## src/rtl/bse_pkg.sv

```systemverilog
// Shared constants for the battery state-of-charge estimator.
// Holds register indexes, reset values and the open-circuit-voltage table.
// No dependencies.
package bse_pkg;

    localparam int unsigned TABLE_POINTS = 11;
    localparam int unsigned LEVEL_W      = 33;
    localparam int unsigned PADDR_W      = 4;

    localparam logic [LEVEL_W-1:0] FULL_LEVEL = 33'h1_0000_0000;
    localparam logic [LEVEL_W-1:0] HALF_LEVEL = 33'h0_8000_0000;
    localparam logic [21:0]        MS_PER_HOUR = 22'd3600000;

    localparam logic [1:0] REG_CAPACITY  = 2'd0;
    localparam logic [1:0] REG_REST_CUR  = 2'd1;
    localparam logic [1:0] REG_REST_TIME = 2'd2;
    localparam logic [1:0] REG_GAIN      = 2'd3;

    localparam logic [15:0] CAPACITY_RST  = 16'd7000;
    localparam logic [15:0] REST_CUR_RST  = 16'd140;
    localparam logic [31:0] REST_TIME_RST = 32'd300000;
    localparam logic [15:0] GAIN_RST      = 16'd655;

    localparam logic [15:0] OCV_MV [TABLE_POINTS] = '{
        16'd12890, 16'd12780, 16'd12650, 16'd12510, 16'd12410, 16'd12230,
        16'd12110, 16'd11960, 16'd11810, 16'd11700, 16'd11630
    };

    localparam logic [LEVEL_W-1:0] OCV_LEVEL [TABLE_POINTS] = '{
        33'd4294967296, 33'd3865470566, 33'd3435973837, 33'd3006477107,
        33'd2576980378, 33'd2147483648, 33'd1717986918, 33'd1288490189,
        33'd858993459,  33'd429496730,  33'd0
    };

endpackage

```

## src/rtl/bse_in_if.sv

```systemverilog
// Input channel of the state-of-charge estimator: one battery sample.
// No dependencies.
interface bse_in_if;
    logic               valid;
    logic               ready;
    logic        [15:0] voltage_mv;
    logic signed [15:0] current_ma;
    logic        [15:0] dt_ms;

    modport source (output valid, voltage_mv, current_ma, dt_ms, input ready);
    modport sink   (input valid, voltage_mv, current_ma, dt_ms, output ready);
endinterface

```

## src/rtl/bse_out_if.sv

```systemverilog
// Output channel of the state-of-charge estimator: one charge estimate.
// No dependencies.
interface bse_out_if;
    logic        valid;
    logic        ready;
    logic [16:0] charge_fraction;
    logic [6:0]  charge_percent;
    logic        resting;

    modport source (output valid, charge_fraction, charge_percent, resting, input ready);
    modport sink   (input valid, charge_fraction, charge_percent, resting, output ready);
endinterface

```

## src/rtl/battery_soc_estimator.sv

```systemverilog
// Battery state-of-charge estimator: coulomb counting with voltage correction.
// Depends on bse_pkg, bse_in_if and bse_out_if.
//
// Usage:
//   i_in carries one sample per transaction (voltage, signed current, elapsed
//   time). o_out returns exactly one estimate per sample: the charge fraction
//   in Q1.16, the truncated percent and a flag set when the voltage correction
//   was applied. Write registers via the APB port only while idle; not enforced.
//
// Datapath: bit-serial multipliers (two side by side for the coulomb step)
// and one restoring divider (one quotient bit per cycle) do the work. A
// sample without correction passes S_MUL, S_DIV, S_STEP and S_OUT. With
// correction inside the table range, S_STEP is followed by S_OCV, S_MUL,
// S_DIV, S_CPREP, S_MUL and S_APPLY before S_OUT; at a table end, by S_OCV,
// S_CPREP, S_MUL and S_APPLY. A new sample is taken only in the cycle after
// the previous one has reached the output register, so a sample is never
// accepted before the previous one is finished.
//
// Reset: synchronous, active low; registers return to their defaults, the
// level to half charge and the rest timer to zero. If the receiver stalls,
// the estimate is held and a finished next sample waits in its last state.
module battery_soc_estimator (
    input  logic                          i_clk,
    input  logic                          i_rst_n,
    bse_in_if.sink                        i_in,
    bse_out_if.source                     o_out,
    input  logic                          psel,
    input  logic                          penable,
    input  logic                          pwrite,
    input  logic [bse_pkg::PADDR_W-1:0]   paddr,
    input  logic [31:0]                   pwdata,
    output logic [31:0]                   prdata,
    output logic                          pready
);

    localparam int unsigned LW = bse_pkg::LEVEL_W;
    localparam int unsigned TP = bse_pkg::TABLE_POINTS;

    typedef enum logic [2:0] {
        S_IDLE, S_MUL, S_DIV, S_STEP, S_OCV, S_CPREP, S_APPLY, S_OUT
    } t_state;

    typedef enum logic [1:0] {
        PH_COUL, PH_OCV, PH_CORR
    } t_phase;

    // Configuration registers
    logic [15:0] r_capacity;
    logic [15:0] r_rest_cur;
    logic [31:0] r_rest_time;
    logic [15:0] r_gain;

    assign pready = 1'b1;

    always_ff @(posedge i_clk) begin
        if (!i_rst_n) begin
            r_capacity  <= bse_pkg::CAPACITY_RST;
            r_rest_cur  <= bse_pkg::REST_CUR_RST;
            r_rest_time <= bse_pkg::REST_TIME_RST;
            r_gain      <= bse_pkg::GAIN_RST;
        end else if (psel && penable && pwrite) begin
            case (paddr[3:2])
                bse_pkg::REG_CAPACITY:  r_capacity  <= pwdata[15:0];
                bse_pkg::REG_REST_CUR:  r_rest_cur  <= pwdata[15:0];
                bse_pkg::REG_REST_TIME: r_rest_time <= pwdata;
                bse_pkg::REG_GAIN:      r_gain      <= pwdata[15:0];
                default: ;
            endcase
        end
    end

    always_comb begin
        case (paddr[3:2])
            bse_pkg::REG_CAPACITY:  prdata = {16'd0, r_capacity};
            bse_pkg::REG_REST_CUR:  prdata = {16'd0, r_rest_cur};
            bse_pkg::REG_REST_TIME: prdata = r_rest_time;
            bse_pkg::REG_GAIN:      prdata = {16'd0, r_gain};
            default:                prdata = 32'd0;
        endcase
    end

    // Datapath registers
    t_state         r_state;
    t_phase         r_phase;
    logic [5:0]     r_cnt;
    logic [15:0]    r_volt;
    logic           r_neg;
    logic [16:0]    r_mag_i;
    logic [15:0]    r_dt;
    logic [LW-1:0]  r_level;
    logic [31:0]    r_rest;
    logic [48:0]    r_ma;
    logic [15:0]    r_mb;
    logic [48:0]    r_acc;
    logic [37:0]    r_da;
    logic [15:0]    r_db;
    logic [37:0]    r_dacc;
    logic [63:0]    r_num;
    logic [37:0]    r_div;
    logic [38:0]    r_rem;
    logic [47:0]    r_quo;
    logic [LW-1:0]  r_seg_s2;
    logic [LW-1:0]  r_target;
    logic           r_up;
    logic           r_applied;
    logic           r_ovalid;
    logic [16:0]    r_frac;
    logic [6:0]     r_pct;
    logic           r_resting;

    function automatic logic [LW-1:0] move_level(input logic [LW-1:0] level,
                                                 input logic [47:0]   mag,
                                                 input logic          up);
        logic [LW-1:0] room;
        begin
            room = bse_pkg::FULL_LEVEL - level;
            if (up) begin
                if (mag >= {15'd0, room}) move_level = bse_pkg::FULL_LEVEL;
                else                      move_level = level + mag[LW-1:0];
            end else begin
                if (mag >= {15'd0, level}) move_level = '0;
                else                       move_level = level - mag[LW-1:0];
            end
        end
    endfunction

    // Serial multiply and divide steps
    logic [48:0] c_mul_sum;
    logic [37:0] c_dsum;
    logic [38:0] c_rem_sh;
    logic        c_ge;
    logic [47:0] c_quo_nxt;

    assign c_mul_sum = r_acc + (r_mb[0] ? r_ma : 49'd0);
    assign c_dsum    = r_dacc + (r_db[0] ? r_da : 38'd0);
    assign c_rem_sh  = {r_rem[37:0], r_num[63]};
    assign c_ge      = c_rem_sh >= {1'b0, r_div};
    assign c_quo_nxt = {r_quo[46:0], c_ge};

    // Input decode
    logic        c_in_neg;
    logic [16:0] c_in_mag;
    logic [15:0] c_cap_eff;

    assign c_in_neg  = i_in.current_ma[15];
    assign c_in_mag  = c_in_neg ? (17'h10000 - {1'b0, i_in.current_ma})
                                : {1'b0, i_in.current_ma};
    assign c_cap_eff = (r_capacity == 16'd0) ? 16'd1 : r_capacity;

    // Rest timer update
    logic [32:0] c_rest_sum;
    logic [31:0] c_rest_new;

    assign c_rest_sum = {1'b0, r_rest} + {17'd0, r_dt};
    always_comb begin
        if (r_mag_i < {1'b0, r_rest_cur}) begin
            c_rest_new = c_rest_sum[32] ? 32'hFFFF_FFFF : c_rest_sum[31:0];
        end else begin
            c_rest_new = 32'd0;
        end
    end

    // Table segment search
    logic          c_found;
    logic [15:0]   c_v1;
    logic [15:0]   c_v2;
    logic [LW-1:0] c_s1;
    logic [LW-1:0] c_s2;

    always_comb begin
        c_found = 1'b0;
        c_v1    = bse_pkg::OCV_MV[TP-1];
        c_v2    = bse_pkg::OCV_MV[TP-1];
        c_s1    = bse_pkg::OCV_LEVEL[TP-1];
        c_s2    = bse_pkg::OCV_LEVEL[TP-1];
        for (int i = 0; i < TP - 1; i++) begin
            if (!c_found && r_volt <= bse_pkg::OCV_MV[i]
                    && r_volt >= bse_pkg::OCV_MV[i+1]) begin
                c_found = 1'b1;
                c_v1    = bse_pkg::OCV_MV[i];
                c_v2    = bse_pkg::OCV_MV[i+1];
                c_s1    = bse_pkg::OCV_LEVEL[i];
                c_s2    = bse_pkg::OCV_LEVEL[i+1];
            end
        end
    end

    // Percent is level * 100 >> 32, built from shifts.
    logic [39:0] c_pct_full;
    assign c_pct_full = ({7'd0, r_level} << 6) + ({7'd0, r_level} << 5)
                      + ({7'd0, r_level} << 2);

    assign i_in.ready            = (r_state == S_IDLE);
    assign o_out.valid           = r_ovalid;
    assign o_out.charge_fraction = r_frac;
    assign o_out.charge_percent  = r_pct;
    assign o_out.resting         = r_resting;

    always_ff @(posedge i_clk) begin
        if (!i_rst_n) begin
            r_state   <= S_IDLE;
            r_phase   <= PH_COUL;
            r_cnt     <= '0;
            r_level   <= bse_pkg::HALF_LEVEL;
            r_rest    <= '0;
            r_ovalid  <= 1'b0;
            r_applied <= 1'b0;
        end else begin
            // In S_OUT the output register is reloaded below instead.
            if (r_ovalid && o_out.ready && r_state != S_OUT) r_ovalid <= 1'b0;
            case (r_state)
                S_IDLE: begin
                    if (i_in.valid) begin
                        r_volt  <= i_in.voltage_mv;
                        r_neg   <= c_in_neg;
                        r_mag_i <= c_in_mag;
                        r_dt    <= i_in.dt_ms;
                        r_ma    <= {32'd0, c_in_mag};
                        r_mb    <= i_in.dt_ms;
                        r_acc   <= '0;
                        r_da    <= {16'd0, bse_pkg::MS_PER_HOUR};
                        r_db    <= c_cap_eff;
                        r_dacc  <= '0;
                        r_cnt   <= '0;
                        r_phase <= PH_COUL;
                        r_state <= S_MUL;
                    end
                end
                S_MUL: begin
                    r_acc  <= c_mul_sum;
                    r_ma   <= {r_ma[47:0], 1'b0};
                    r_mb   <= {1'b0, r_mb[15:1]};
                    r_dacc <= c_dsum;
                    r_da   <= {r_da[36:0], 1'b0};
                    r_db   <= {1'b0, r_db[15:1]};
                    r_cnt  <= (r_cnt == 6'd15) ? 6'd0 : r_cnt + 6'd1;
                    if (r_cnt == 6'd15) begin
                        r_rem <= '0;
                        r_quo <= '0;
                        case (r_phase)
                            PH_COUL: begin
                                r_num   <= {c_mul_sum[31:0], 32'd0};
                                r_div   <= c_dsum;
                                r_state <= S_DIV;
                            end
                            PH_OCV: begin
                                r_num   <= {15'd0, c_mul_sum};
                                r_state <= S_DIV;
                            end
                            default: begin
                                r_state <= S_APPLY;
                            end
                        endcase
                    end
                end
                S_DIV: begin
                    r_rem <= c_ge ? (c_rem_sh - {1'b0, r_div}) : c_rem_sh;
                    r_quo <= c_quo_nxt;
                    r_num <= {r_num[62:0], 1'b0};
                    r_cnt <= r_cnt + 6'd1;
                    if (r_cnt == 6'd63) begin
                        if (r_phase == PH_COUL) begin
                            r_state <= S_STEP;
                        end else begin
                            r_target <= r_seg_s2 + c_quo_nxt[LW-1:0];
                            r_state  <= S_CPREP;
                        end
                    end
                end
                S_STEP: begin
                    r_level <= move_level(r_level, r_quo, !r_neg);
                    r_rest  <= c_rest_new;
                    if (c_rest_new >= r_rest_time) begin
                        r_applied <= 1'b1;
                        r_state   <= S_OCV;
                    end else begin
                        r_applied <= 1'b0;
                        r_state   <= S_OUT;
                    end
                end
                S_OCV: begin
                    if (r_volt >= bse_pkg::OCV_MV[0]) begin
                        r_target <= bse_pkg::OCV_LEVEL[0];
                        r_state  <= S_CPREP;
                    end else if (r_volt <= bse_pkg::OCV_MV[TP-1] || !c_found) begin
                        r_target <= bse_pkg::OCV_LEVEL[TP-1];
                        r_state  <= S_CPREP;
                    end else if (c_v1 <= c_v2 || c_s1 < c_s2) begin
                        r_target <= c_s2;
                        r_state  <= S_CPREP;
                    end else begin
                        // Interpolate: (s1 - s2) * (v - v2) / (v1 - v2).
                        r_seg_s2 <= c_s2;
                        r_ma     <= {16'd0, c_s1 - c_s2};
                        r_mb     <= r_volt - c_v2;
                        r_acc    <= '0;
                        r_div    <= {22'd0, c_v1 - c_v2};
                        r_cnt    <= '0;
                        r_phase  <= PH_OCV;
                        r_state  <= S_MUL;
                    end
                end
                S_CPREP: begin
                    r_up    <= (r_target >= r_level);
                    r_ma    <= (r_target >= r_level) ? {16'd0, r_target - r_level}
                                                     : {16'd0, r_level - r_target};
                    r_mb    <= r_gain;
                    r_acc   <= '0;
                    r_cnt   <= '0;
                    r_phase <= PH_CORR;
                    r_state <= S_MUL;
                end
                S_APPLY: begin
                    r_level <= move_level(r_level, {15'd0, r_acc[48:16]}, r_up);
                    r_state <= S_OUT;
                end
                S_OUT: begin
                    if (!r_ovalid || o_out.ready) begin
                        r_ovalid  <= 1'b1;
                        r_frac    <= r_level[32:16];
                        r_pct     <= c_pct_full[38:32];
                        r_resting <= r_applied;
                        r_state   <= S_IDLE;
                    end
                end
                default: r_state <= S_IDLE;
            endcase
        end
    end

endmodule

```

## src/flat_wrapper.sv

```systemverilog
// flat-port wrapper written by rule: the top's interface ports become plain ports
module battery_soc_estimator_flat 
  (i_clk, i_rst_n, psel, penable, pwrite, paddr, pwdata, prdata, pready, i_in_valid, i_in_voltage_mv, i_in_current_ma, i_in_dt_ms, i_in_ready, o_out_valid, o_out_charge_fraction, o_out_charge_percent, o_out_resting, o_out_ready);
  bse_in_if i_in_i ();
  bse_out_if o_out_i ();
  input  logic i_clk;
  input  logic i_rst_n;
  input  logic psel;
  input  logic penable;
  input  logic pwrite;
  input  logic [bse_pkg::PADDR_W-1:0] paddr;
  input  logic [31:0] pwdata;
  output logic [31:0] prdata;
  output logic pready;
  input wire logic [$bits(i_in_i.valid)-1:0] i_in_valid;
  input wire logic [$bits(i_in_i.voltage_mv)-1:0] i_in_voltage_mv;
  input wire logic [$bits(i_in_i.current_ma)-1:0] i_in_current_ma;
  input wire logic [$bits(i_in_i.dt_ms)-1:0] i_in_dt_ms;
  output wire logic [$bits(i_in_i.ready)-1:0] i_in_ready;
  output wire logic [$bits(o_out_i.valid)-1:0] o_out_valid;
  output wire logic [$bits(o_out_i.charge_fraction)-1:0] o_out_charge_fraction;
  output wire logic [$bits(o_out_i.charge_percent)-1:0] o_out_charge_percent;
  output wire logic [$bits(o_out_i.resting)-1:0] o_out_resting;
  input wire logic [$bits(o_out_i.ready)-1:0] o_out_ready;
  assign i_in_i.valid = i_in_valid;
  assign i_in_i.voltage_mv = i_in_voltage_mv;
  assign i_in_i.current_ma = i_in_current_ma;
  assign i_in_i.dt_ms = i_in_dt_ms;
  assign i_in_ready = i_in_i.ready;
  assign o_out_valid = o_out_i.valid;
  assign o_out_charge_fraction = o_out_i.charge_fraction;
  assign o_out_charge_percent = o_out_i.charge_percent;
  assign o_out_resting = o_out_i.resting;
  assign o_out_i.ready = o_out_ready;
  battery_soc_estimator u_core (.i_clk(i_clk), .i_rst_n(i_rst_n), .i_in(i_in_i), .o_out(o_out_i), .psel(psel), .penable(penable), .pwrite(pwrite), .paddr(paddr), .pwdata(pwdata), .prdata(prdata), .pready(pready));
endmodule
```

## config.mk

```make
export PLATFORM = sky130hd
export DESIGN_NAME = battery_soc_estimator_flat
export DESIGN_NICKNAME = d
export VERILOG_FILES = /design/src/rtl/bse_pkg.sv /design/src/rtl/bse_in_if.sv /design/src/rtl/bse_out_if.sv /design/src/rtl/battery_soc_estimator.sv /design/src/flat_wrapper.sv
export SDC_FILE = /design/constraint.sdc
export NUM_CORES = 2
export LEC_CHECK = 0
export ABC_AREA = 1
export ABC_CLOCK_PERIOD_IN_PS = 12300
export BUFFER_PORTS_ARGS = -buffer_cell sky130_fd_sc_hd__buf_4
export CAP_MARGIN = 20
export CORE_MARGIN = 5
export CORE_UTILIZATION = 50
export CTS_CLUSTER_DIAMETER = 60
export DETAILED_ROUTE_END_ITERATION = 7
export PLACE_DENSITY_LB_ADDON = 0.05
export SLEW_MARGIN = 40
export SYNTH_ARGS = -nofsm -noshare
export SYNTH_HDL_FRONTEND = slang
export SYNTH_SLANG_ARGS = --single-unit
```

## constraint.sdc

```tcl
create_clock -name i_clk -period 12.3 [get_ports i_clk]
set_input_delay 1.23 -clock i_clk [delete_from_list [all_inputs] [get_ports i_clk]]
set_output_delay 1.23 -clock i_clk [all_outputs]
set_load 0.03 [all_outputs]
```

==> results.cfg <==
[run_status]
status = finished, final reports clean

[power]
swShare_pct = 46.6
leakagePower_nw = 31.5
p_int_mw = 6.39
pwr-share-seq_pct = 28.9
pwr-share-comb_pct = 49.2
clkPwrFrac_pct = 21.9
ir_drop_v = 0.000144
power.density_mw_per_mm2 = 182
p_sw_mw = 5.58

[sta]
timing.final.crit_period_ps = 6210
tightest_slew_ps = 882
post-route-period-util_pct = 50.5
grt_setup_unrepaired = no
setup_viol = 0
hold_viol_final = 0
slew_headroom_pct = 41.0
timing.setup.tns_ps = 0
clock_skew_ps = 30.8
fmax_mhz = 161
maxSlewViolCount = 0
timing.hold.ws_ps = 444

[global_route]
grt_usage_pct = 34.6
overflow = 0
antenna_found_initial = 6
grt_pass1_vias = 56450
grt_max_degree = 105
grt_pass1_wl_um = 338000

[floorplanning]
ios = 151
core_area_mm2 = 0.119
start_util_pct = 50.2
die_h_um = 356
die_area_mm2 = 0.127
row_count = 127
die_x_um = 356

[clock_tree]
cts_post_setup_buffers_inserted = 0
clock_sinks = 653
clock_path_buffers = 3
h-tree-depth = 3
holdBufCountCts = 0
cts_tree = built
insertion_delay_ps = 720
clk_pin_slew_ps = 60
cts_buffers = 86
cts_resized = 0
cts.root.buffer_cell = clkbuf_16

[detailed_routing]
drt_first_pass_iters = 6
wirelength_um = 226000
ant_nets = 0
avgRoutedWirePerCell_um = 21.9
viasPerCell = 5.71
dr_total_vias = 58933
drt_iter0_markers = 5461
drc = 0

[setup_path]
endpoint_kind = flop
critPathArrivalTime_ps = 6550
cp.required_ps = 12640
critPathSlowestCell = edfxtp_1
cp_cell_sequence = nand2_1, clkinv_1, nand3_1, nor4_1, nor2_1, nand2_1, nand4_4, nor2_4, nand4_2, a21oi_1, nor2_1, ha_1, nand2_1, o21ai_0, nand3_1, o211ai_1, o31ai_1, inv_1, nand3_1, nand2_1, nand2_1, nor3_2, buf_4, buf_6
crit_family = simple AND/OR/NAND/NOR gates
timing_worst_setup_path_type = reg2reg
start_kind = flop
slowest_delay_ps = 600
worstPathBufferInverterCount = 4
path_max_fanout = 68
crit_top_cell = nand2_1

[logic_synthesis]
synth_cell_types = 75
synth_top_area_share_pct = 24.8
synthesis.nets = 9292
synthFlopType = edfxtp_1
syn_inst = 8559
synth_area_mm2 = 0.0600
synth.area.top_cells = edfxtp_1 25%, ha_1 13%, nand2_1 12%
synth_enable_flop_cells = 495
async_flop_share_pct = 0
yosys_warnings = 0
ys_ff_latch = 653
synth.avg_cell_area_um2 = 7.00
synth_seq_area_share_pct = 30.1
synth_area_leader_cell = edfxtp_1

[job]
cap_violations = 0

[cells_and_area]
most-common-layout-cells = 1931 x nand2_1, 1251 x inv_1, 944 x nor2_1
layout.nets = 9370
final_common_cell = nand2_1
syn2layout_area_growth_pct = 9.74
drive_gt1_share_pct = 5.88

[placement]
io_buffers = 147
gp_congestion = 1.03
dp_hpwl_um = 181000

[min_path]
holdCritPathClass = reg2reg
[logic make-up (layout without fill, tap and decap cells)]
logic type | after synthesis | after routing | synth area share, %
XOR/XNOR | 291 | 291 | 4.25
multiplexers | 1 | 1 | 0.0167
AND/OR/NAND/NOR | 3832 | 3832 | 26.9
other | 2 | 9 | 0.0125
adder cells (fa/ha/maj) | 642 | 642 | 13.9
flip-flops | 653 | 653 | 30.1
buffers and inverters | 1516 | 1667 | 9.76
AO/OA/AOI/OAI | 1622 | 1622 | 15.1
[synthesized netlist by cell type, types with 76 or more instances]
master / number
nand2_1: 1932
inv_1: 1251
nor2_1: 955
a21oi_1: 689
ha_1: 600
o21ai_0: 531
nand3_1: 526
edfxtp_1: 495
xor2_1: 215
dfxtp_1: 158
nand4_1: 141
clkbuf_1: 117
nor3_1: 110
o21bai_1: 86
buf_2: 78
xnor2_1: 76
[layout make-up]
cell class | instances | area [µm²]
diodes | 7 | 17.5
clock buffers | 100 | 2270
clock inverters | 61 | 696
fillers | 11913 | 53700
inverters | 1289 | 4850
multi-input cells | 6390 | 36200
flip-flops and latches | 653 | 18000
well taps | 1612 | 2020
repair buffers | 217 | 1730
[flip-flops by register name, indices dropped and copies added, names as in the netlist, 32 cells and up]
| signal | cells |
|---|---|
| u_core.r_level | 33 |
| u_core.r_ma | 49 |
| u_core.r_acc | 49 |
| u_core.r_rem | 38 |
| u_core.r_rest | 32 |
| u_core.r_target | 33 |
| u_core.r_div | 37 |
| u_core.r_quo | 48 |
| u_core.r_rest_time | 32 |
| u_core.r_num | 64 |
[routing by layer]
metal / routed length (µm) / global-route usage (%) / share of wire, %
met1: 93200 / 44.1 / 41
met2: 100000 / 55.5 / 44
met3: 16500 / 4.99 / 7.3
met4: 16100 / 21.1 / 7.1
met5: 33 / 0 / 0.015
[worst paths after layout]
check / start / to / slack (ps) / depth (start not counted)
setup / recovery: u_core.r_volt[7] / u_core.r_acc[42] / 6090 / 24
hold / removal: u_core.r_applied / u_core.o_out.resting / 440 / 0
setup reg to reg: u_core.r_volt[7] / u_core.r_acc[42] / 6090 / 24
hold reg to reg: u_core.r_applied / u_core.o_out.resting / 440 / 0
[through the flow]
| stage | worst slack [ps] | utilization (%) | power, mW | cell area, µm² | instances |
|---|---|---|---|---|---|
| after floorplan | 600 | - | 7.43 | 60000 | 8559 |
| after global placement | 5990 | 52.4 | 9.15 | 62600 | 10154 |
| after CTS | 6190 | 55.0 | 11.9 | 65700 | 10321 |
| after global routing | 5570 | 55.0 | 12.8 | 65800 | 10324 |
| final | 6090 | 55.1 | 12.0 | 65800 | 10329 |
| after detailed placement | 6210 | 52.5 | 9.25 | 62800 | 10160 |
[worst reg2reg max path: stages, from the launching register on]
cell      delay, ps
edfxtp_1        600
nand2_1         260
clkinv_1        130
nand3_1         120
nor4_1          390
nor2_1          130
nand2_1         180
nand4_4         210
nor2_4          250
nand4_2         170
a21oi_1         200
nor2_1           70
ha_1            350
nand2_1          90
o21ai_0         390
nand3_1         130
o211ai_1        170
o31ai_1         120
inv_1           100
nand3_1         180
nand2_1         150
nand2_1          90
nor3_2          100
buf_4           560
buf_6           610
[power groups by stage]
stage                     Combinational, mW  Sequential [mW]  Clock [mW]
after floorplan                        4.07             3.36           0
after global placement                 5.67             3.48           0
after detailed placement               5.76             3.49           0
after CTS                              5.80             3.45        2.66
after global routing                   6.54             3.48        2.75
final                                  5.89             3.46        2.63
No activity file was read; power rests on OpenSTA's default activity.
